File: config.mk
export PLATFORM = sky130hd
export DESIGN_NAME = sorted_insert_priority_queue
export DESIGN_NICKNAME = d
export VERILOG_FILES = /design/src/rtl/siq_pkg.sv /design/src/rtl/siq_ram.sv /design/src/rtl/siq_ctrl.sv /design/src/rtl/sorted_insert_priority_queue.sv
export VERILOG_INCLUDE_DIRS = /design/src /design/src/rtl
export SDC_FILE = /design/constraint.sdc
export NUM_CORES = 1
export LEC_CHECK = 0
export BUFFER_PORTS_ARGS = -buffer_cell sky130_fd_sc_hd__buf_2
export CORE_ASPECT_RATIO = 0.75
export CORE_MARGIN = 4
export CORE_UTILIZATION = 25
export CTS_CLUSTER_SIZE = 24
export DETAILED_ROUTE_END_ITERATION = 7
export PLACE_DENSITY = 0.5
export SLEW_MARGIN = 20
export SYNTH_ARGS = -nofsm -noshare
export SYNTH_HDL_FRONTEND = slang
export SYNTH_SLANG_ARGS = --single-unit
export TNS_END_PERCENT = 1
File: constraint.sdc
create_clock -name clk_i -period 4.2 [get_ports clk_i]
set_input_delay 0.21 -clock clk_i [delete_from_list [all_inputs] [get_ports clk_i]]
set_output_delay 0.21 -clock clk_i [all_outputs]
set_load 0.01 [all_outputs]
File: src/rtl/sorted_insert_priority_queue_macros.svh
// ----------------------------------------------------------------------------
// sorted insert priority queue assertion macros
// shared concurrent assertion forms, clocked on clk_i and masked by rst_ni
// ----------------------------------------------------------------------------
`ifndef SORTED_INSERT_PRIORITY_QUEUE_MACROS_SVH
`define SORTED_INSERT_PRIORITY_QUEUE_MACROS_SVH

// property must hold at every edge out of reset
`define SIQ_ASSERT(lbl, prop) \
  lbl: assert property (@(posedge clk_i) disable iff (!rst_ni) (prop)) \
    else $error("siq: property violated");

// condition must never be true out of reset
`define SIQ_ASSERT_NEVER(lbl, cond) \
  lbl: assert property (@(posedge clk_i) disable iff (!rst_ni) !(cond)) \
    else $error("siq: forbidden condition seen");

`endif

File: src/rtl/siq_pkg.sv
// ----------------------------------------------------------------------------
// siq_pkg
// shared types and constants of the sorted insert priority queue
// ----------------------------------------------------------------------------
package siq_pkg;

  localparam int unsigned DEPTH_DEF = 16;
  localparam int unsigned ID_W      = 16;
  localparam int unsigned PRIO_W    = 8;
  localparam int unsigned ENTRY_W   = ID_W + PRIO_W;
  localparam int unsigned STATUS_W  = 2;

  localparam logic OP_ENQ = 1'b0;
  localparam logic OP_DEQ = 1'b1;

  typedef enum logic [STATUS_W-1:0] {
    STATUS_OK    = 2'd0,
    STATUS_FULL  = 2'd1,
    STATUS_EMPTY = 2'd2
  } status_e;

  // one result as handed from the sequencer to the output stage
  typedef struct packed {
    status_e             status;
    logic [ID_W-1:0]     proc_id;
    logic [PRIO_W-1:0]   prio;
  } res_t;

endpackage

File: src/rtl/siq_ram.sv
// ----------------------------------------------------------------------------
// siq_ram
// generic single write port, single read port ram with registered read data
// ----------------------------------------------------------------------------
module siq_ram #(
  parameter int unsigned WIDTH = 24,
  parameter int unsigned DEPTH = 16
) (
  input  logic                     clk_i,
  input  logic                     we_i,
  input  logic [$clog2(DEPTH)-1:0] waddr_i,
  input  logic [WIDTH-1:0]         wdata_i,
  input  logic [$clog2(DEPTH)-1:0] raddr_i,
  output logic [WIDTH-1:0]         rdata_o
);

  logic [WIDTH-1:0] mem_q [DEPTH];
  logic [WIDTH-1:0] rdata_q;

  always_ff @(posedge clk_i) begin
    if (we_i) begin
      mem_q[waddr_i] <= wdata_i;
    end
    rdata_q <= mem_q[raddr_i];
  end

  assign rdata_o = rdata_q;

endmodule

File: src/rtl/siq_ctrl.sv
// ----------------------------------------------------------------------------
// siq_ctrl
// request sequencer: ring pointers, insertion walk and dequeue over the ram
// ----------------------------------------------------------------------------
`include "sorted_insert_priority_queue_macros.svh"

module siq_ctrl #(
  parameter int unsigned DEPTH = siq_pkg::DEPTH_DEF
) (
  input  logic                          clk_i,
  input  logic                          rst_ni,
  // request side
  input  logic                          in_valid_i,
  output logic                          in_ready_o,
  input  logic                          opcode_i,
  input  logic [siq_pkg::ID_W-1:0]      proc_id_i,
  input  logic [siq_pkg::PRIO_W-1:0]    prio_in_i,
  // result side
  output logic                          res_valid_o,
  input  logic                          res_ready_i,
  output siq_pkg::res_t                 res_o,
  // ram port
  output logic                          we_o,
  output logic [$clog2(DEPTH)-1:0]      waddr_o,
  output logic [siq_pkg::ENTRY_W-1:0]   wdata_o,
  output logic [$clog2(DEPTH)-1:0]      raddr_o,
  input  logic [siq_pkg::ENTRY_W-1:0]   rdata_i
);

  import siq_pkg::*;

  localparam int unsigned AW = $clog2(DEPTH);
  localparam int unsigned CW = $clog2(DEPTH + 1);

  typedef enum logic [2:0] {
    ST_IDLE,
    ST_SCAN,
    ST_PUT,
    ST_DEQ,
    ST_DONE
  } state_e;

  state_e             state_q;
  logic [AW-1:0]      head_q;
  logic [CW-1:0]      count_q;
  logic [CW-1:0]      k_q;
  logic [AW-1:0]      cur_q;
  logic [ID_W-1:0]    id_q;
  logic [PRIO_W-1:0]  prio_q;
  res_t               res_q;

  logic               accept;
  logic               shift_back;
  logic [AW-1:0]      tail_slot;
  logic [PRIO_W-1:0]  rd_prio;

  // (base + off) mod DEPTH, with base and off both below DEPTH
  function automatic logic [AW-1:0] wrap_add(input logic [AW-1:0] base,
                                             input logic [CW-1:0] off);
    logic [AW:0] sum;
    sum = (AW+1)'(base) + (AW+1)'(off);
    if (sum >= (AW+1)'(DEPTH)) begin
      sum = sum - (AW+1)'(DEPTH);
    end
    return sum[AW-1:0];
  endfunction

  function automatic logic [AW-1:0] next_slot(input logic [AW-1:0] i);
    return (i == AW'(DEPTH - 1)) ? '0 : i + 1'b1;
  endfunction

  function automatic logic [AW-1:0] prev_slot(input logic [AW-1:0] i);
    return (i == '0) ? AW'(DEPTH - 1) : i - 1'b1;
  endfunction

  assign in_ready_o  = (state_q == ST_IDLE);
  assign accept      = in_valid_i && in_ready_o;
  assign res_valid_o = (state_q == ST_DONE);
  assign res_o       = res_q;
  assign rd_prio     = rdata_i[PRIO_W-1:0];
  assign shift_back  = (rd_prio > prio_q);
  assign tail_slot   = wrap_add(head_q, count_q - 1'b1);

  // ram port; the walk writes two slots above the one it reads next, so the
  // two never meet while live data is involved
  always_comb begin
    we_o    = 1'b0;
    waddr_o = cur_q;
    wdata_o = {id_q, prio_q};
    raddr_o = head_q;
    unique case (state_q)
      ST_IDLE: begin
        if (accept && opcode_i == OP_ENQ) begin
          if (count_q == '0) begin
            we_o    = 1'b1;
            waddr_o = '0;
            wdata_o = {proc_id_i, prio_in_i};
          end else begin
            raddr_o = tail_slot;
          end
        end
      end
      ST_SCAN: begin
        we_o    = 1'b1;
        waddr_o = next_slot(cur_q);
        if (shift_back) begin
          wdata_o = rdata_i;
          raddr_o = prev_slot(cur_q);
        end
      end
      ST_PUT: begin
        we_o    = 1'b1;
        waddr_o = head_q;
      end
      ST_DEQ, ST_DONE: begin
      end
    endcase
  end

  always_ff @(posedge clk_i or negedge rst_ni) begin
    if (!rst_ni) begin
      state_q <= ST_IDLE;
      head_q  <= '0;
      count_q <= '0;
      k_q     <= '0;
      cur_q   <= '0;
      id_q    <= '0;
      prio_q  <= '0;
      res_q   <= '{status: STATUS_OK, proc_id: '0, prio: '0};
    end else begin
      unique case (state_q)
        ST_IDLE: begin
          if (accept) begin
            id_q   <= proc_id_i;
            prio_q <= prio_in_i;
            if (opcode_i == OP_ENQ) begin
              if (count_q == CW'(DEPTH)) begin
                res_q   <= '{status: STATUS_FULL, proc_id: '0, prio: '0};
                state_q <= ST_DONE;
              end else begin
                res_q <= '{status: STATUS_OK, proc_id: '0, prio: '0};
                if (count_q == '0) begin
                  head_q  <= '0;
                  count_q <= CW'(1);
                  state_q <= ST_DONE;
                end else begin
                  k_q     <= count_q;
                  cur_q   <= tail_slot;
                  state_q <= ST_SCAN;
                end
              end
            end else begin
              if (count_q == '0) begin
                res_q   <= '{status: STATUS_EMPTY, proc_id: '0, prio: '0};
                state_q <= ST_DONE;
              end else begin
                state_q <= ST_DEQ;
              end
            end
          end
        end
        ST_SCAN: begin
          if (shift_back) begin
            if (k_q == CW'(1)) begin
              state_q <= ST_PUT;
            end else begin
              k_q   <= k_q - 1'b1;
              cur_q <= prev_slot(cur_q);
            end
          end else begin
            count_q <= count_q + 1'b1;
            state_q <= ST_DONE;
          end
        end
        ST_PUT: begin
          count_q <= count_q + 1'b1;
          state_q <= ST_DONE;
        end
        ST_DEQ: begin
          res_q   <= '{status: STATUS_OK, proc_id: rdata_i[ENTRY_W-1:PRIO_W],
                       prio: rd_prio};
          count_q <= count_q - 1'b1;
          head_q  <= (count_q == CW'(1)) ? '0 : next_slot(head_q);
          state_q <= ST_DONE;
        end
        ST_DONE: begin
          if (res_ready_i) begin
            state_q <= ST_IDLE;
          end
        end
      endcase
    end
  end

  `SIQ_ASSERT_NEVER(a_count_bound, count_q > CW'(DEPTH))
  `SIQ_ASSERT(a_empty_head_zero, (count_q == '0) |-> (head_q == '0))
  `SIQ_ASSERT(a_walk_in_range, (state_q == ST_SCAN) |-> (k_q != '0 && k_q < CW'(DEPTH)))
  `SIQ_ASSERT(a_no_write_when_done, (state_q == ST_DONE || state_q == ST_DEQ) |-> !we_o)
  `SIQ_ASSERT(a_deq_needs_entry, (state_q == ST_DEQ) |-> (count_q != '0))

endmodule

File: src/rtl/sorted_insert_priority_queue.sv
// ----------------------------------------------------------------------------
// sorted_insert_priority_queue
// bounded priority queue kept sorted in one ram ring, smallest value first
// ----------------------------------------------------------------------------
// sequencing: a full or empty reject and an enqueue into an empty queue go
//   from IDLE straight to DONE, a dequeue passes through DEQ, and an enqueue
//   stays in SCAN for each entry it moves back and ends in PUT or DONE
// requests: taken one at a time, only in IDLE; the single ram read port
//   walks one entry per cycle from the tail toward the head on insertion
// reset: control cleared, queue empty with head at slot zero; ram not cleared
// ----------------------------------------------------------------------------
module sorted_insert_priority_queue #(
  parameter int unsigned DEPTH = siq_pkg::DEPTH_DEF
) (
  input  logic                          clk_i,
  input  logic                          rst_ni,
  // request channel
  input  logic                          in_valid_i,
  output logic                          in_ready_o,
  input  logic                          opcode_i,
  input  logic [siq_pkg::ID_W-1:0]      proc_id_i,
  input  logic [siq_pkg::PRIO_W-1:0]    prio_in_i,
  // result channel
  output logic                          out_valid_o,
  input  logic                          out_ready_i,
  output logic [siq_pkg::STATUS_W-1:0]  status_o,
  output logic [siq_pkg::ID_W-1:0]      proc_out_o,
  output logic [siq_pkg::PRIO_W-1:0]    prio_out_o
);

  import siq_pkg::*;

  localparam int unsigned AW = $clog2(DEPTH);

  // sequencer to output stage
  logic                 res_valid;
  logic                 res_ready;
  res_t                 res;

  // ram port
  logic                 ram_we;
  logic [AW-1:0]        ram_waddr;
  logic [ENTRY_W-1:0]   ram_wdata;
  logic [AW-1:0]        ram_raddr;
  logic [ENTRY_W-1:0]   ram_rdata;

  // output register
  logic                 out_valid_q;
  res_t                 out_res_q;
  logic                 out_load;

  // entries {id, prio}, ring ordered by ascending priority from head
  siq_ram #(
    .WIDTH (ENTRY_W),
    .DEPTH (DEPTH)
  ) u_ram (
    .clk_i   (clk_i),
    .we_i    (ram_we),
    .waddr_i (ram_waddr),
    .wdata_i (ram_wdata),
    .raddr_i (ram_raddr),
    .rdata_o (ram_rdata)
  );

  // pointer bookkeeping and the insertion walk
  siq_ctrl #(
    .DEPTH (DEPTH)
  ) u_ctrl (
    .clk_i       (clk_i),
    .rst_ni      (rst_ni),
    .in_valid_i  (in_valid_i),
    .in_ready_o  (in_ready_o),
    .opcode_i    (opcode_i),
    .proc_id_i   (proc_id_i),
    .prio_in_i   (prio_in_i),
    .res_valid_o (res_valid),
    .res_ready_i (res_ready),
    .res_o       (res),
    .we_o        (ram_we),
    .waddr_o     (ram_waddr),
    .wdata_o     (ram_wdata),
    .raddr_o     (ram_raddr),
    .rdata_i     (ram_rdata)
  );

  // output register frees the sequencer while a result waits downstream
  assign res_ready = !out_valid_q || out_ready_i;
  assign out_load  = res_valid && res_ready;

  always_ff @(posedge clk_i or negedge rst_ni) begin
    if (!rst_ni) begin
      out_valid_q <= 1'b0;
    end else if (out_load) begin
      out_valid_q <= 1'b1;
    end else if (out_ready_i) begin
      out_valid_q <= 1'b0;
    end
  end

  // payload only, no reset needed
  always_ff @(posedge clk_i) begin
    if (out_load) begin
      out_res_q <= res;
    end
  end

  assign out_valid_o = out_valid_q;
  assign status_o    = out_res_q.status;
  assign proc_out_o  = out_res_q.proc_id;
  assign prio_out_o  = out_res_q.prio;

endmodule
==> impl_results.md <==
* Setup tns final at 0 ns
* Max Freq at 263 MHz
* CP Launch Type: flop
* Post-DR vias/cell at 4.94
* Worst EP required at 4.43 ns
* Mux cell area share after synthesis at 0.987%
* Vias in the first global route at 13.7k
* Slew headroom at 35.0%
* EDFF count, synth at 410
* H-Tree Depth at 2
* Cell Area, Synth at 0.0215 mm^2
* First-pass GRT wire length at 91,400 um
* Critical Path Fanout Max at 16
* Synth unique cells at 74
* Chip height at 262 um
* Mean post-synth cell area at 13.1 um^2
* YS warnings at 0
* Largest net degree at the start of global routing at 145
* Power density cells at 831 mW/mm^2
* Part of the cycle the worst path needs at 90.5%
* Post-synthesis compound-gate area fraction at 16.8%
* Nets@finish at 1,753
* Die ar. at 0.0910 mm^2
* Hold Vio Cnt, Final at 0
* Area grow syn2layout at 17.4%
* GPL Wtd Cong at 0.850
* Starting Density at 25.4%
* Final Skew at 0.0217 ns
* Seq/Total Area, Yosys at 67.7%
* Final min period at 3.80 ns
* Worst-path clk slew at 0.06 ns
* Synth Flop Type: edfxtp_1
* Synth Area in XOR/XNOR at 0.203%
* Share of layout cells above drive strength 1 at 15.2%
* CTS tree: done
* Least-Margin Pin Slew at 0.961 ns
* CP endpoint kind: flop
* Worst path slowest cell: a222oi_1
* CP arrival at 4.03 ns
* Pre-antenna DRT Iters at 6
* Antenna-violating nets left at 0
* Vias at 14.2k
* Worst Hold Class: in -> reg
* IO Count at 57
* Routed wire per std cell at 21.2 um
* CTS root buf: clkbuf_16
* GRT Residual Overflow at 0
* Largest family of logic cells by synthesized area: compound AO/OA/AOI/OAI gates
* Residual DRC count at 0
* Critical path class: reg -> reg
* Max stage delay on crit path at 0.69 ns
* Port Buffer Count at 56
* Synthesized instance count at 1,641
* CTS buffer count at 53
* DRT iter0 DRCs at 1,351
* Clk Latency, worst-skew pair at 0.61 ns
* # setup viols final at 0
* Initial antenna violation count at 0
* Adder-Cell Fraction of Synth Area at 1.31%
* Die width at 347 um
* Total GRT Usage at 13.0%
* Post-synth top area cell: edfxtp_1
* Synth area leaders: edfxtp_1, dfrtp_1, nand2_1
* Post-CTS setup repair buffer count at 0
* Fin. max-slew vios at 0
* List of most frequent post-synthesis cells: edfxtp_1, nand2_1, inv_1
* Post-synth top area share at 57.1%
* Cells along the critical path: ha_1 > nor2b_1 > o211ai_1 > a21oi_1 > o21a_1 > nand2_1 > a211o_1 > buf_4 > a222oi_1 > inv_1
* Post-Synth Simple-Gate Area at 7.73%
* RSZ-0062 raised after global routing: false
* Maximum vdd drop at 580 uV
* Clock sink count at 506
* Design Power at 21,000 uW
* Synth async-reset ratio at 14.2%
* Core footprint at 0.0847 mm^2
* Detailed Place HPWL at 34,600 um
* WL final at 60,900 um
* Num rows at 92
* Leakage at 0.00883 uW
* Synthesis-stage register bit count at 506
* Syn_nets at 1,692
* CTS max path bufs at 3
* Max-Cap Viols at 0
* Outcome: finished, final reports clean
* Filler Cell Count at 8,553
* Top-count cell post-synth: edfxtp_1
flip-flops by register name (all words and copies together), names as in the netlist:
register and count:
u_ram.mem_q 384, u_ctrl.res_o 26, u_ram.rdata_o 24, proc_out_o 16, u_ctrl.id_q 16, prio_out_o 8
u_ctrl.prio_q 8, u_ctrl.count_q 5, u_ctrl.k_q 5, u_ctrl.cur_q 4, u_ctrl.head_q 4, u_ctrl.state_q 3
status_o 2, out_valid_o 1
worst max-delay path, delay by kind of cell, from the launching register on:
kind	cells	cell delay, ns
simple gates	2	0.19
fa+ha+maj	1	0.36
compound gates	5	1.80
buf+inv	2	0.64
flops	1	0.43
final cells by class:
| class | instances | area [um^2] | area share [%] |
|---|---|---|---|
| diodes | 1 | 2.50 | 0.00989 |
| clock buffers | 82 | 1520 | 5.99 |
| multi-input cells | 862 | 6000 | 23.7 |
| inverters | 140 | 526 | 2.08 |
| clock inverters | 17 | 140 | 0.554 |
| well taps | 1128 | 1410 | 5.58 |
| flip-flops and latches | 506 | 14600 | 57.7 |
| repair buffers | 139 | 1100 | 4.36 |
timing repair:
item	4_1_cts	5_1_grt
hold endpoints to repair	99	0
gates resized for setup	0	0
hold buffers	27	0
worst paths after layout:
check | start | end | slack (ns) | cells after the start
worst max-delay path | u_ram.rdata_o[1]$_DFF_P_ | u_ram.mem_q[1][1]$_DFFE_PP_ | 0.40 | 10
worst min-delay path | in_valid_i | u_ctrl.state_q[1]$_DFFE_PN0P_ | 0.06 | 3
worst max register to register | u_ram.rdata_o[1]$_DFF_P_ | u_ram.mem_q[1][1]$_DFFE_PP_ | 0.40 | 10
worst min register to register | u_ctrl.res_o[15]$_DFFE_PN0P_ | proc_out_o[7]$_DFFE_PP_ | 0.45 | 0
max in group asynchronous | rst_ni | u_ctrl.id_q[14]$_DFFE_PN0P_ | 3.44 | 2
min in group asynchronous | rst_ni | u_ctrl.head_q[3]$_DFFE_PN0P_ | 0.23 | 2
cell families after synthesis:
kind of cell               count (synthesis)
DFF                                      506
AOI/OAI and AO/OA                        484
muxes                                     19
adders and majority gates                 22
buffers and inverters                    273
xor gates and xnor gates                   5
and+or+nand+nor                          332
where the power goes:
part,internal [uW],switching (uW)
sequential,7410,617
combinational,2790,5690
clock,2550,1950
placed cells by master (no fill, tap or decap), types with 10 or more instances in the layout:
| cell type | synthesis | routed |
|---|---|---|
| a211oi_1 | 29 | 29 |
| a211oi_2 | 20 | 20 |
| a21oi_1 | 80 | 80 |
| a221o_1 | 25 | 25 |
| a222oi_1 | 24 | 24 |
| a22o_1 | 24 | 24 |
| a31oi_1 | 97 | 97 |
| a32oi_1 | 48 | 48 |
| and4_1 | 49 | 49 |
| buf_12 | 0 | 10 |
| buf_2 | 36 | 55 |
| buf_4 | 4 | 46 |
| clkbuf_1 | 83 | 21 |
| clkbuf_16 | 0 | 53 |
| dfrtp_1 | 72 | 72 |
| dfxtp_1 | 24 | 24 |
| dlygate4sd3_1 | 0 | 27 |
| edfxtp_1 | 410 | 410 |
| ha_1 | 21 | 21 |
| inv_1 | 140 | 140 |
| mux2_2 | 18 | 18 |
| nand2_1 | 184 | 183 |
| nand3_1 | 11 | 10 |
| nor2_1 | 43 | 25 |
| nor2_4 | 0 | 14 |
| o21ai_0 | 31 | 31 |
| o22ai_1 | 26 | 26 |
| o311ai_0 | 47 | 47 |
metal layers:
layer | up-vias | track usage [%] | part of all wire (%)
met4 | 0 | 2.97 | 1.6
met1 | 7198 | 19.0 | 47
li1 | 6495 | - | -
met2 | 439 | 19.6 | 44
met3 | 69 | 2.88 | 7.1
met5 | - | 0 | 0
through the flow:
step	cell area [um^2]	utilization, %	cells	setup slack, ns	hold WS (ns)
3_5_place_dp	23400	27.6	2748	0.484	0.436
4_1_cts	25300	29.8	2874	0.470	0.0119
2_1_floorplan	21500	-	1641	0.909	-0.0856
6_report	25300	29.9	2875	0.401	0.0577
5_1_grt	25300	29.8	2874	0.105	0.0872
3_3_place_gp	23400	27.6	2748	0.482	0.438
No activity file was read; power rests on OpenSTA's default activity.
